===== src/design/switch_debounce_edge_latch_core_defines.svh =====
// Assertion macros shared by the switch debouncer RTL.
// No dependencies; included by the top level, which carries the assertions.
`ifndef SWITCH_DEBOUNCE_EDGE_LATCH_CORE_DEFINES_SVH
`define SWITCH_DEBOUNCE_EDGE_LATCH_CORE_DEFINES_SVH

`ifndef SYNTH
// Same-cycle implication, disabled while reset is asserted.
`define SDEL_ASSERT_NOW(label, clk, rst_n, ante, cons) \
    label: assert property (@(posedge clk) disable iff (!(rst_n)) (ante) |-> (cons)) \
        else $error("assertion failed");
// Next-cycle implication, disabled while reset is asserted.
`define SDEL_ASSERT_NEXT(label, clk, rst_n, ante, cons) \
    label: assert property (@(posedge clk) disable iff (!(rst_n)) (ante) |=> (cons)) \
        else $error("assertion failed");
`else
`define SDEL_ASSERT_NOW(label, clk, rst_n, ante, cons)
`define SDEL_ASSERT_NEXT(label, clk, rst_n, ante, cons)
`endif

`endif


===== src/design/sdel_pkg.sv =====
// Package for the switch debouncer: widths, reset values, register codes,
// the per-lane result struct and the lockout reload function. No dependencies.
`timescale 1ns / 1ps

package sdel_pkg;

    localparam int unsigned SWITCH_COUNT_DEF = 16;
    localparam int unsigned FIELD_W          = 16;
    localparam int unsigned LOCKOUT_W        = 10;
    localparam int unsigned APB_ADDR_W       = 3;
    localparam int unsigned APB_DATA_W       = 32;

    localparam logic [LOCKOUT_W-1:0] LOCKOUT_RESET  = LOCKOUT_W'(100);
    localparam logic [LOCKOUT_W-1:0] LOCKOUT_MAX    = '1;
    localparam logic [FIELD_W-1:0]   IRQ_MASK_RESET = 16'hC302;

    typedef enum logic {
        REG_LOCKOUT  = 1'b0,
        REG_IRQ_MASK = 1'b1
    } t_reg_idx;

    typedef struct packed {
        logic level;   // debounced level after the request
        logic got;     // latched press read out by this request
        logic press;   // press accepted by this request
    } t_lane_res;

    // lockout_ticks + 1, held at the counter's top value
    function automatic logic [LOCKOUT_W-1:0] sat_reload(input logic [LOCKOUT_W-1:0] ticks);
        logic [LOCKOUT_W:0] sum;
        sum = {1'b0, ticks} + {{LOCKOUT_W{1'b0}}, 1'b1};
        sat_reload = sum[LOCKOUT_W] ? LOCKOUT_MAX : sum[LOCKOUT_W-1:0];
    endfunction

endpackage


===== src/design/sdel_lane.sv =====
// One switch lane: lockout counter, debounced level and press latch.
// Depends on sdel_pkg.
`timescale 1ns / 1ps

module sdel_lane #(
    parameter int unsigned CNT_W = sdel_pkg::LOCKOUT_W
) (
    input  logic                i_clk,
    input  logic                i_rst_n,
    input  logic                i_fire,
    input  logic                i_pressed,
    input  logic                i_tick,
    input  logic                i_read,
    input  logic [CNT_W-1:0]    i_reload,
    output sdel_pkg::t_lane_res o_res
);

    logic [CNT_W-1:0] r_cnt, n_cnt;
    logic             r_level, n_level;
    logic             r_latch, n_latch;
    logic [CNT_W-1:0] cnt_dec;
    logic             open_win;
    logic             press;
    logic             release_sw;
    logic             latch_upd;

    always_comb begin
        // count down first, then look at the level
        cnt_dec    = (i_tick && (r_cnt != '0)) ? (r_cnt - CNT_W'(1)) : r_cnt;
        open_win   = (cnt_dec == '0);
        press      = open_win && i_pressed && !r_level;
        release_sw = open_win && !i_pressed && r_level;

        n_level   = press ? 1'b1 : (release_sw ? 1'b0 : r_level);
        latch_upd = press ? 1'b1 : (release_sw ? 1'b0 : r_latch);
        n_latch   = latch_upd & ~i_read;
        n_cnt     = (press || release_sw) ? i_reload : cnt_dec;

        o_res.level = n_level;
        o_res.got   = latch_upd & i_read;
        o_res.press = press;
    end

    always_ff @(posedge i_clk) begin
        if (!i_rst_n) begin
            r_cnt   <= '0;
            r_level <= 1'b0;
            r_latch <= 1'b0;
        end else if (i_fire) begin
            r_cnt   <= n_cnt;
            r_level <= n_level;
            r_latch <= n_latch;
        end
    end

endmodule


===== src/design/sdel_merge.sv =====
// Merge stage: gathers the lane results into the result fields, applies the
// interrupt mask and holds the result in the output register. Depends on sdel_pkg.
`timescale 1ns / 1ps

module sdel_merge #(
    parameter int unsigned LANES = sdel_pkg::SWITCH_COUNT_DEF
) (
    input  logic                        i_clk,
    input  logic                        i_rst_n,
    input  logic                        i_fire,
    input  sdel_pkg::t_lane_res         i_lane [LANES],
    input  logic [sdel_pkg::FIELD_W-1:0] i_irq_mask,
    input  logic                        i_out_ready,
    output logic                        o_in_ready,
    output logic                        o_out_valid,
    output logic [sdel_pkg::FIELD_W-1:0] o_levels,
    output logic [sdel_pkg::FIELD_W-1:0] o_presses,
    output logic [sdel_pkg::FIELD_W-1:0] o_irqs
);

    localparam int unsigned FW = sdel_pkg::FIELD_W;

    logic [FW-1:0] lvl_vec, got_vec, prs_vec;
    logic          r_valid;
    logic [FW-1:0] r_levels, r_presses, r_irqs;

    for (genvar g = 0; g < FW; g++) begin : g_pack
        if (g < LANES) begin : g_live
            assign lvl_vec[g] = i_lane[g].level;
            assign got_vec[g] = i_lane[g].got;
            assign prs_vec[g] = i_lane[g].press;
        end else begin : g_absent
            assign lvl_vec[g] = 1'b0;
            assign got_vec[g] = 1'b0;
            assign prs_vec[g] = 1'b0;
        end
    end

    // take a new request when nothing is held or the held result leaves this cycle
    assign o_in_ready = !r_valid || i_out_ready;

    always_ff @(posedge i_clk) begin
        if (!i_rst_n) begin
            r_valid <= 1'b0;
        end else if (o_in_ready) begin
            r_valid <= i_fire;
        end
    end

    always_ff @(posedge i_clk) begin
        if (i_fire) begin
            r_levels  <= lvl_vec;
            r_presses <= got_vec;
            r_irqs    <= prs_vec & i_irq_mask;
        end
    end

    assign o_out_valid = r_valid;
    assign o_levels    = r_levels;
    assign o_presses   = r_presses;
    assign o_irqs      = r_irqs;

endmodule


===== src/design/switch_debounce_edge_latch_core.sv =====
// Top level of the lockout switch debouncer: stream ports, APB registers,
// one lane per switch and the merge stage. Depends on sdel_pkg, sdel_lane,
// sdel_merge and switch_debounce_edge_latch_core_defines.svh.
//
//  Port group   Dir   Content (low bits first)
//  s_axis_*     in    tdata: pressed[15:0], tick[16], read_mask[32:17]
//  m_axis_*     out   tdata: debounced_levels[15:0], new_presses[31:16],
//                            irq_requests[47:32]
//  APB          in    0x0 lockout_ticks, 0x4 irq_switch_mask
//
// One request per cycle while s_axis_tready is high; its result appears in the output
// register in the cycle after it is accepted. All lanes update in the same cycle.
// Reset (synchronous): lockout counters, levels and latches cleared,
// lockout_ticks = 100, irq_switch_mask = 0xC302.
// s_axis_tready drops only while a result is held and m_axis_tready is low.
`timescale 1ns / 1ps
`include "switch_debounce_edge_latch_core_defines.svh"

module switch_debounce_edge_latch_core #(
    parameter int unsigned SWITCH_COUNT = sdel_pkg::SWITCH_COUNT_DEF
) (
    input  logic                            i_clk,
    input  logic                            i_rst_n,
    input  logic                            s_axis_tvalid,
    output logic                            s_axis_tready,
    // pressed[15:0], tick[16], read_mask[32:17], zero[39:33]
    input  logic [39:0]                     s_axis_tdata,
    output logic                            m_axis_tvalid,
    input  logic                            m_axis_tready,
    // debounced_levels[15:0], new_presses[31:16], irq_requests[47:32]
    output logic [47:0]                     m_axis_tdata,
    input  logic                            psel,
    input  logic                            penable,
    input  logic                            pwrite,
    input  logic [sdel_pkg::APB_ADDR_W-1:0] paddr,
    input  logic [sdel_pkg::APB_DATA_W-1:0] pwdata,
    output logic [sdel_pkg::APB_DATA_W-1:0] prdata,
    output logic                            pready
);

    localparam int unsigned FW    = sdel_pkg::FIELD_W;
    localparam int unsigned CW    = sdel_pkg::LOCKOUT_W;
    localparam int unsigned DW    = sdel_pkg::APB_DATA_W;
    localparam int unsigned LANES = (SWITCH_COUNT > FW) ? FW : SWITCH_COUNT;

    logic [CW-1:0]       r_lockout_ticks;
    logic [FW-1:0]       r_irq_mask;
    logic                cfg_wr;
    sdel_pkg::t_reg_idx  reg_idx;
    logic [CW-1:0]       reload;
    logic                s_fire;
    logic [FW-1:0]       in_pressed;
    logic                in_tick;
    logic [FW-1:0]       in_read;
    sdel_pkg::t_lane_res lane_res [LANES];
    logic [FW-1:0]       out_levels, out_presses, out_irqs;

    // configuration port
    assign pready  = 1'b1;
    assign reg_idx = sdel_pkg::t_reg_idx'(paddr[2]);
    assign cfg_wr  = psel && penable && pwrite && pready;

    always_ff @(posedge i_clk) begin
        if (!i_rst_n) begin
            r_lockout_ticks <= sdel_pkg::LOCKOUT_RESET;
            r_irq_mask      <= sdel_pkg::IRQ_MASK_RESET;
        end else if (cfg_wr) begin
            unique case (reg_idx)
                sdel_pkg::REG_LOCKOUT:  r_lockout_ticks <= pwdata[CW-1:0];
                sdel_pkg::REG_IRQ_MASK: r_irq_mask      <= pwdata[FW-1:0];
                default: ;
            endcase
        end
    end

    always_comb begin
        unique case (reg_idx)
            sdel_pkg::REG_LOCKOUT:  prdata = DW'(r_lockout_ticks);
            sdel_pkg::REG_IRQ_MASK: prdata = DW'(r_irq_mask);
            default:                prdata = '0;
        endcase
    end

    assign reload = sdel_pkg::sat_reload(r_lockout_ticks);

    // request fields
    assign in_pressed = s_axis_tdata[FW-1:0];
    assign in_tick    = s_axis_tdata[FW];
    assign in_read    = s_axis_tdata[2*FW:FW+1];
    assign s_fire     = s_axis_tvalid && s_axis_tready;

    for (genvar g = 0; g < LANES; g++) begin : g_lane
        sdel_lane #(
            .CNT_W (CW)
        ) u_lane (
            .i_clk     (i_clk),
            .i_rst_n   (i_rst_n),
            .i_fire    (s_fire),
            .i_pressed (in_pressed[g]),
            .i_tick    (in_tick),
            .i_read    (in_read[g]),
            .i_reload  (reload),
            .o_res     (lane_res[g])
        );
    end

    sdel_merge #(
        .LANES (LANES)
    ) u_merge (
        .i_clk       (i_clk),
        .i_rst_n     (i_rst_n),
        .i_fire      (s_fire),
        .i_lane      (lane_res),
        .i_irq_mask  (r_irq_mask),
        .i_out_ready (m_axis_tready),
        .o_in_ready  (s_axis_tready),
        .o_out_valid (m_axis_tvalid),
        .o_levels    (out_levels),
        .o_presses   (out_presses),
        .o_irqs      (out_irqs)
    );

    assign m_axis_tdata = {out_irqs, out_presses, out_levels};

    // an accepted request always leaves a result behind
    `SDEL_ASSERT_NEXT(a_fire_gives_result, i_clk, i_rst_n, s_fire, m_axis_tvalid)
    // an idle output never holds off the input
    `SDEL_ASSERT_NOW(a_ready_when_empty, i_clk, i_rst_n, !m_axis_tvalid, s_axis_tready)
    // an interrupt is only raised for a switch that is now pressed
    `SDEL_ASSERT_NOW(a_irq_in_levels, i_clk, i_rst_n, m_axis_tvalid, (out_irqs & ~out_levels) == '0)
    // a latched press only survives while its switch stays pressed
    `SDEL_ASSERT_NOW(a_got_in_levels, i_clk, i_rst_n, m_axis_tvalid, (out_presses & ~out_levels) == '0)

endmodule


===== config.mk =====
export PLATFORM = sky130hd
export DESIGN_NAME = switch_debounce_edge_latch_core
export DESIGN_NICKNAME = d
export VERILOG_FILES = /design/src/design/sdel_pkg.sv /design/src/design/sdel_lane.sv /design/src/design/sdel_merge.sv /design/src/design/switch_debounce_edge_latch_core.sv
export VERILOG_INCLUDE_DIRS = /design/src /design/src/design
export SDC_FILE = /design/constraint.sdc
export NUM_CORES = 1
export LEC_CHECK = 0
export BUFFER_PORTS_ARGS = -buffer_cell sky130_fd_sc_hd__buf_4
export CORE_MARGIN = 1.5
export CORE_UTILIZATION = 50
export DETAILED_ROUTE_END_ITERATION = 12
export PLACE_DENSITY_LB_ADDON = 0.1
export SLEW_MARGIN = 5
export SYNTH_ARGS = -nofsm -noshare
export SYNTH_HDL_FRONTEND = slang
export SYNTH_SLANG_ARGS = --single-unit

===== constraint.sdc =====
create_clock -name i_clk -period 4.01 [get_ports i_clk]
set_clock_uncertainty 0.1 [all_clocks]
set_input_delay 0.802 -clock i_clk [delete_from_list [all_inputs] [get_ports i_clk]]
set_output_delay 0.802 -clock i_clk [all_outputs]
set_load 0.03 [all_outputs]

==> impl_metrics.env <==
export IMPL_synth_flop_cell="dfxtp_1"
export IMPL_synth_edf_count=48
export IMPL_die_h_microns=183.9
export IMPL_regToRegEndpoint="u_merge.o_presses[6]"
export IMPL_synth_common_cells="dfxtp_1, nand2_1, nor2_1"
export IMPL_fillers=3030
export IMPL_drv_cap=0
export IMPL_cts_resized=0
export IMPL_fin_crit_sh=0.8494
export IMPL_dp_hpwl_mm=32.50
export IMPL_p_sw_mw=6.117
export IMPL_clk_pin_slew_ns=0.06
export IMPL_hp_class="primary input to register"
export IMPL_whs_path_depth=2
export IMPL_cts_tree="done"
export IMPL_yosysWarnings=0
export IMPL_viasPerCell=6.206
export IMPL_yosysTopAreaCellShare=0.2681
export IMPL_cts_made_buffers=31
export IMPL_start_util=0.5052
export IMPL_synth_adder_area_share=0.01301
export IMPL_setup_tns_ns=0
export IMPL_finalMaxSlewViolations=0
export IMPL_syn_area_sq_mm=0.01635
export IMPL_clockPowerShare=0.201
export IMPL_swShare=0.4322
export IMPL_drc=0
export IMPL_synth_seq_area_share=0.3562
export IMPL_min_period_ns=3.406
export IMPL_coreArea_sq_mm=0.03237
export IMPL_fp_row_count=66
export IMPL_yosys_area_share_simple=0.2653
export IMPL_ys_ff_latch=267
export IMPL_grt_pass1_wl_mm=76.16
export IMPL_slew_headroom=0.2827
export IMPL_clock_sinks=267
export IMPL_synth_compound_area_share=0.2371
export IMPL_worst_pin_slew_ns=1.072
export IMPL_final_area_sq_mm=0.01870
export IMPL_routed_wl_mm=48.24
export IMPL_htree_levels=1
export IMPL_finalSetupViolations=0
export IMPL_hold_path_startpoint="s_axis_tdata[28]"
export IMPL_clock_latency_ns=0.58
export IMPL_grt_ovfl_total=0
export IMPL_cp_required_ns=4.24
export IMPL_diodes=0
export IMPL_r2r_cells=9
export IMPL_drive_gt1_frac=0.1391
export IMPL_cts_path_max_buffers=3
export IMPL_seq_power_share=0.297
export IMPL_muxShareOfSynthArea=0.03351
export IMPL_hold_end="g_lane[11].u_lane.r_latch"
export IMPL_num_nets_final=2223
export IMPL_synth_cells=2044
export IMPL_power_density_mw_per_mm2=757.0
export IMPL_syn_to_final_growth_pct=14.34
export IMPL_r2r_start="g_lane[6].u_lane.r_cnt[0]"
export IMPL_synthMostInstantiatedCell="dfxtp_1"
export IMPL_synth_area_leader_cell="dfxtp_1"
export IMPL_synth_xor_area_share=0.03856
export IMPL_power_internal_mw=8.037
export IMPL_finalHoldViolCount=0
export IMPL_cts_root_buf="clkbuf_16"
export IMPL_crit_arrival_ns=3.63
export IMPL_synth_top_family_by_area="simple AND/OR/NAND/NOR gates"
export IMPL_wl_per_cell_microns=18.62
export IMPL_antenna_left=0
export IMPL_cts_setup_buffers=0
export IMPL_first_global_vias=14530
export IMPL_max_freq_mhz=293.6
export IMPL_setup_slack_ns=0.6039
export IMPL_drtPass1Iterations=7
export IMPL_total_leakage_power_nw=7.072
export IMPL_rsz0062_at_grt="false"
export IMPL_yosys_top_cells_area="dfxtp_1, edfxtp_1, nand2_1"
export IMPL_status="finished, final reports clean"
export IMPL_port_buffers=122
export IMPL_preCtsSetupSlack_ns=0.3454
export IMPL_grt_max_degree=130
export IMPL_drtIter0Drc=1126
export IMPL_reg2reg_slack_ns=0.60
export IMPL_place_area_sq_mm=0.01768
export IMPL_start_kind="register"
export IMPL_holdBufCountCts=0
export IMPL_power_frac_comb=0.502
export IMPL_crit_fanout=9
export IMPL_ys_types=90
export IMPL_ys_async_sr_fraction=0
export IMPL_die_area_sq_mm=0.03380
export IMPL_syn_area_per_cell_sq_um=8.001
export IMPL_pin_count=165
export IMPL_endpoint_kind="register"
export IMPL_fp_dieW_microns=183.9
export IMPL_ir_drop_mv=0.4035
export IMPL_vias=16080
export IMPL_final_core_util=0.5776
export IMPL_antenna_found_initial=4
export IMPL_grt_use_total=0.2792
export IMPL_path_class="register to register"
export IMPL_place_congestion=0.9313
-- layout by cell type, fill, tap and decap left out, types with 39 or more instances in the layout --
cell type	Yosys	final
dfxtp_1	219	219
nand2_1	218	217
nor2_1	183	182
buf_4	19	170
o21ai_0	130	130
a21oi_1	103	103
inv_1	77	75
nor3_1	70	70
o22ai_1	68	68
nand3_1	65	65
edfxtp_1	48	48
a31oi_1	44	44
xnor2_1	39	39
-- sequential cells by signal, indices dropped and copies added (netlist names) --
name and flops:
r_irq_mask 16, u_merge.o_presses 16, u_merge.o_levels 16, g_lane.u_lane.r_cnt 160
r_lockout_ticks 10, g_lane.u_lane.r_level 16, g_lane.u_lane.r_latch 16, u_merge.o_out_valid 1
u_merge.o_irqs 16
-- layout make-up --
| type | count | area [sq um] | share of cell area |
|---|---|---|---|
| timing repair buffer | 172 | 1316 | 0.07040 |
| clock buffer | 49 | 919.6 | 0.04918 |
| multi-input combinational | 1575 | 9686 | 0.5180 |
| tap | 442 | 553.0 | 0.02958 |
| inverter | 77 | 296.5 | 0.01586 |
| sequential | 267 | 5826 | 0.3116 |
| clock inverter | 9 | 101.3 | 0.005420 |
-- layer usage --
metal	GRT usage	part of all wire
met1	0.3665	0.44
met2	0.4468	0.44
met3	0.05705	0.074
met4	0.1151	0.041
met5	0	0.00070
-- stage by stage --
step	hold WS, ns	std cells	power [mW]
detailed placement	0.3705	2533	11.20
CTS	0.3132	2591	14.10
global placement	0.3595	2533	11.07
floorplan	0.3403	2059	9.517
global route	0.3140	2591	15.19
finish	0.3317	2591	14.15
-- kinds of logic (layout without fill, tap and decap cells) --
| group | count (synthesis) | in the layout |
|---|---|---|
| adder cells (fa/ha/maj) | 17 | 17 |
| buffers and inverters | 217 | 307 |
| multiplexers | 52 | 52 |
| AO/OA/AOI/OAI | 579 | 579 |
| other | 2 | 17 |
| XOR/XNOR | 72 | 72 |
| flip-flops | 267 | 267 |
| AND/OR/NAND/NOR | 838 | 838 |
-- power groups by stage --
stage / registers (mW) / clock network, mW / logic (mW)
after global placement: 4.21 / 0 / 6.86
after CTS: 4.18 / 2.90 / 7.02
after floorplan: 4.19 / 0 / 5.32
after detailed placement: 4.23 / 0 / 6.98
final: 4.21 / 2.84 / 7.11
after global routing: 4.32 / 3.00 / 7.87
-- worst max-delay path: stages (launching register included) --
cell     delay [ns]
dfxtp_1        0.35
inv_1          0.07
ha_1           0.35
nor4b_1        0.45
and3_1         0.39
o21ai_0        0.15
nor4_2         0.56
nand2_1        0.31
o21a_1         0.25
o21a_1         0.17
-- worst max-delay path by stage --
stage                                     from  slack, ns                          to  depth (start not counted)
global route        g_lane[12].u_lane.r_cnt[0]       0.36  g_lane[12].u_lane.r_cnt[9]                          9
finish               g_lane[6].u_lane.r_cnt[0]       0.60        u_merge.o_presses[6]                          9
detailed placement            s_axis_tdata[16]       0.35   g_lane[9].u_lane.r_cnt[2]                         10
CTS                 g_lane[12].u_lane.r_cnt[0]       0.65  g_lane[12].u_lane.r_cnt[8]                          9
floorplan                        m_axis_tready      0.008           u_merge.o_irqs[0]                          7
global placement              s_axis_tdata[16]       0.38  g_lane[13].u_lane.r_cnt[8]                          8
Note: power is estimated with default switching activity, not from simulation.
